--- src/hdl/pip_pkg.sv ---
// Shared types and constants for the point-in-polygon crossing test.
`default_nettype none

package pip_pkg;

  // Item command codes; code 3 is unused and ignored
  localparam int unsigned CMD_W = 2;
  typedef enum logic [CMD_W-1:0] {
    CMD_CLEAR = 2'd0,
    CMD_ADD   = 2'd1,
    CMD_QUERY = 2'd2
  } cmd_t;

  // Register port
  localparam int unsigned CFG_ADDR_W = 3;
  localparam int unsigned CFG_DATA_W = 32;
  localparam logic [0:0]  REG_KEEP_MODE = 1'b0;

  // Per-cell control of the vertex ring
  typedef struct packed {
    logic shift;  // take the neighbor's vertex
    logic load;   // take the write vertex
  } cell_ctl_t;

  // Edge unit status toward the sequencer
  typedef struct packed {
    logic busy;    // some edge still in flight
    logic toggle;  // finished edge flips the parity
  } edge_stat_t;

endpackage

`default_nettype wire

--- src/hdl/pip_cell.sv ---
// One vertex cell of the rotating vertex ring.
`default_nettype none

module pip_cell #(
  parameter int unsigned COORD_WIDTH = 32
) (
  input  wire                           clk,
  input  pip_pkg::cell_ctl_t            ctl,
  input  wire signed [COORD_WIDTH-1:0]  nbr_x,
  input  wire signed [COORD_WIDTH-1:0]  nbr_y,
  input  wire signed [COORD_WIDTH-1:0]  wr_x,
  input  wire signed [COORD_WIDTH-1:0]  wr_y,
  output logic signed [COORD_WIDTH-1:0] x,
  output logic signed [COORD_WIDTH-1:0] y
);
  import pip_pkg::*;

  logic signed [COORD_WIDTH-1:0] x_r;
  logic signed [COORD_WIDTH-1:0] y_r;

  always_ff @(posedge clk) begin
    if (ctl.load) begin
      x_r <= wr_x;
      y_r <= wr_y;
    end else if (ctl.shift) begin
      x_r <= nbr_x;
      y_r <= nbr_y;
    end
  end

  assign x = x_r;
  assign y = y_r;

endmodule

`default_nettype wire

--- config.mk ---
export PLATFORM = sky130hd
export DESIGN_NAME = pip_cell
export DESIGN_NICKNAME = d
export VERILOG_FILES = /design/src/hdl/pip_pkg.sv /design/src/hdl/pip_cell.sv
export SDC_FILE = /design/constraint.sdc
export NUM_CORES = 1
export LEC_CHECK = 0
export BUFFER_PORTS_ARGS = -buffer_cell sky130_fd_sc_hd__buf_2
export CAP_MARGIN = 20
export CORE_ASPECT_RATIO = 1.5
export CORE_MARGIN = 3
export CORE_UTILIZATION = 39
export CTS_BUF_LIST = sky130_fd_sc_hd__clkbuf_8
export CTS_CLUSTER_SIZE = 20
export DETAILED_ROUTE_END_ITERATION = 16
export GPL_TIMING_DRIVEN = 0
export HOLD_SLACK_MARGIN = 0.15
export PLACE_DENSITY = 0.81
export SYNTH_ARGS = -nofsm -noshare
export SYNTH_HDL_FRONTEND = slang
export SYNTH_SLANG_ARGS = --single-unit
--- constraint.sdc ---
create_clock -name clk -period 2.4 [get_ports clk]
set_input_delay 0.24 -clock clk [delete_from_list [all_inputs] [get_ports clk]]
set_output_delay 0.24 -clock clk [all_outputs]
set_load 0.03 [all_outputs]
**Word level (Yosys, flattened, before mapping)**

Index checks and enable logic that the tools add are counted.

- Bits of input ports: 131
- Logic and storage cells: 7
- RAM bits: 0
- Register bits after elaboration: 64
- Bits in read-only memories: 0
- Memories: 0
- Latch bits: 0
- Output and inout port bits: 64

- Shift-type cells: 0
- $lt $le $gt $ge: 0
- Add/subtract/negate cells: 0
- Divide/modulo/power cells: 0
- Reduce and logical (&&, ||, !) cells: 1
- Multipliers: 0
- Multiplexer cells: 4
- Equality and inequality tests: 0
- Bitwise logic cells: 0

Operators with widths:

| cell | count |
|---|---|
| 2-to-1 mux 32 bit | 4 |
| nonzero test 2 bit | 1 |

**Longest topological paths before layout**

- Word-level depth: 2
- Depth in mapped cells: 3
- Gate-level depth less buffers: 1

**Worst setup path after synthesis**

No wires, ideal clock.

- Path kind: input to register
- Start point: input ctl[0] (netlist name)
- End point: register x_r[0], in the netlist x[0] (enable)
- Arrival time: 1.989 ns
- Setup time: 0.426 ns
- Data required time: 1.974 ns
- Cell stages on the path: 3
- Path slack: -0.014 ns
- Path buffers: 2
- Path through: buf_6 > buf_6 > or2_1

- Cells in the longest elaborated chain, start to end: 1

RTL lines:

| item | line | RTL |
|---|---|---|
| start: declaration | pip_cell.sv:8 | `input pip_pkg::cell_ctl_t ctl,` |
| nonzero test 2 bit (no source line) | -- |  |
| end signal: assignment | pip_cell.sv:23 | `x_r <= wr_x;` |
| end signal: assignment | pip_cell.sv:26 | `x_r <= nbr_x;` |
| end: declaration | pip_cell.sv:18 | `logic signed [COORD_WIDTH-1:0] x_r;` |

Every way passes these cells.
A chain may end at the register's enable or synchronous reset.

**Worst setup path after layout**

- Start point: input ctl[0] (netlist name)
- End point: register x_r[6], in the netlist x[6] (enable)

The elaborated chain is that of the path after synthesis.

==> flow_metrics.tcl <==
set metrics [dict create \
    fmax_mhz 659 \
    p_clk_share_pct 28.7 \
    drt_iter0_drc 72 \
    crit_type "in2reg" \
    ys_warn_count 0 \
    ctsResizeCount 0 \
    io_pins 195 \
    tightest_slew_ps 786 \
    p_sw_share_pct 27.7 \
    hold_path_class "in2reg" \
    endpoint_kind "register" \
    p_comb_share_pct 23.4 \
    initial_core_util_pct 41.3 \
    switching_power_mw 0.811 \
    final_antenna_net_count 0 \
    critical_path_arrival_ps 1550 \
    cap_violations 0 \
    crit_end "x[6]" \
    grt_pass1_vias 2059 \
    vias 1972 \
    total_power_mw 2.92 \
    cts_root_buffer "clkbuf_8" \
    dr.pass1.iters 4 \
    numClockSinks 64 \
    p_seq_share_pct 47.9 \
    drc 0 \
    netlist_top_cells_area "edfxtp_1, mux2_4, mux2_2, buf_6, or2_1" \
    finalCritPeriodShare_pct 63.2 \
    min_period_ps 1520 \
    syn_nets 267 \
    grt_use_total_pct 16.9 \
    cts_tree "yes" \
    synth.largest_area_cell "edfxtp_1" \
    dp_hpwl_um 5700 \
    status "finished, final reports clean" \
    synth_seq_cells 64 \
    regArea_mm2 0.00192 \
    fill_cells 564 \
    htree_levels 3 \
    p_int_mw 2.11 \
    synth_area_mm2 0.00291 \
    fp.dieH_um 112 \
    path_clk_slew_ps 60 \
    grt_max_degree 34 \
    setup_tns_ps 0 \
    synth_seq_area_share_pct 66.1 \
    vdd_drop_max_v 0.000533 \
    start_kind "input pin" \
    grt_pass1_wl_um 10600 \
    synth_top_area_share_pct 66.1 \
    fin_util_pct 59.6 \
    yosysUniqueCellTypes 6 \
    rows 37 \
    post_cts_buffers 0 \
    routed_via_density 4.45 \
    cp_max_fo 33 \
    nNetsFinal 472 \
    required_ps 2440 \
    synthCells 136 \
    cts_buffers 9 \
    multiInputGateArea_um2 911 \
    place_congestion 0.746 \
    worstHoldPathCells 2 \
    cts-hold-fix-buffers 0 \
    slew_viol_final 0 \
    finalSetupViolCount 0 \
    timing.slew.headroom_pct 47.6 \
    cts_buffer_depth 2 \
    die_area_mm2 0.00854 \
    wl_um 7220 \
    detail_route.wl_per_cell_um 16.3 \
    antennaDiodeCount 0 \
    avgSynthCellArea_um2 21.4 \
    hold_viol_final 0 \
    core-area_mm2 0.00704 \
    overflow 0 \
    power.density_mw_per_mm2 698 \
    chipWidth_um 76.5 \
    port_buffers 193 \
    area_growth_syn_to_layout_pct 44.3 \
    antenna_found_initial 0 \
    hold_start "wr_y[22]" \
    setup.worst_path.start "ctl[0]" \
    grt_setup_unrepaired "no" \
    p_leak_nw 2.03 \
    layout-drive-gt1-share_pct 80.3 \
]
kinds of logic after synthesis:
logic type / after synthesis / synth area share [%]
buffers and inverters: 7 / 2.50
DFF: 64 / 66.1
muxes: 64 / 31.1
and+or+nand+nor: 1 / 0.215
synthesized netlist by cell type:
| cell type | number |
|---|---|
| buf_2 | 1 |
| edfxtp_1 | 64 |
| or2_1 | 1 |
| mux2_4 | 49 |
| buf_6 | 6 |
| mux2_2 | 15 |
per-stage QoR:
stage	instance area (µm²)	cells	hold slack, ps	setup WS, ps
6_report	4190	443	198	882
5_1_grt	4190	443	179	823
4_1_cts	4190	443	173	884
3_5_place_dp	4010	427	543	505
3_3_place_gp	3990	426	539	287
2_1_floorplan	2910	136	457	619
critical path, stage by stage:
cell and delay [ps]:
buf_6 150, buf_6 190, or2_2 650, buf_12 290
how the worst min path moves through the flow:
stage                     endpoint  slack (ps)
after CTS                    y[19]         170
after global routing         x[11]         180
final                        y[22]         200
after floorplan               x[0]         460
after detailed placement     y[22]         540
after global placement       y[20]         540
routing by layer:
metal / share of wire, % / wire length (µm) / track usage, % / vias up
li1: - / - / - / 943
met1: 35 / 2520 / 16.3 / 886
met2: 53 / 3850 / 30.2 / 134
met3: 9.6 / 693 / 5.99 / 9
met4: 2.2 / 160 / 10.4 / 0
met5: 0 / 0 / 0 / -
state kept, by name, indices dropped and copies added, names as in the netlist:
signal and flops:
x 32, y 32
placed cells by master (no fill, tap or decap):
cell,n
clkinv_2,2
inv_1,2
buf_2,194
mux2_2,15
clkinv_1,2
clkbuf_8,9
bufinv_16,1
buf_6,6
edfxtp_1,64
buf_12,1
mux2_4,49
or2_2,1
layout make-up:
cell class / instances / area share [%]
clock inverter: 7 / 1.31
tap: 97 / 2.90
timing repair buffer: 194 / 23.5
multi-input combinational: 65 / 21.7
sequential: 64 / 45.9
clock buffer: 9 / 2.96
buffer: 7 / 1.73
power groups by stage:
stage / Clock [mW] / Sequential [mW] / Combinational (mW)
after floorplan: 0 / 1.69 / 0.174
after global placement: 0 / 1.42 / 0.676
after detailed placement: 0 / 1.43 / 0.690
after CTS: 0.872 / 1.40 / 0.692
after global routing: 0.923 / 1.41 / 0.717
final: 0.840 / 1.40 / 0.684
(Power assumes the default switching activity.)
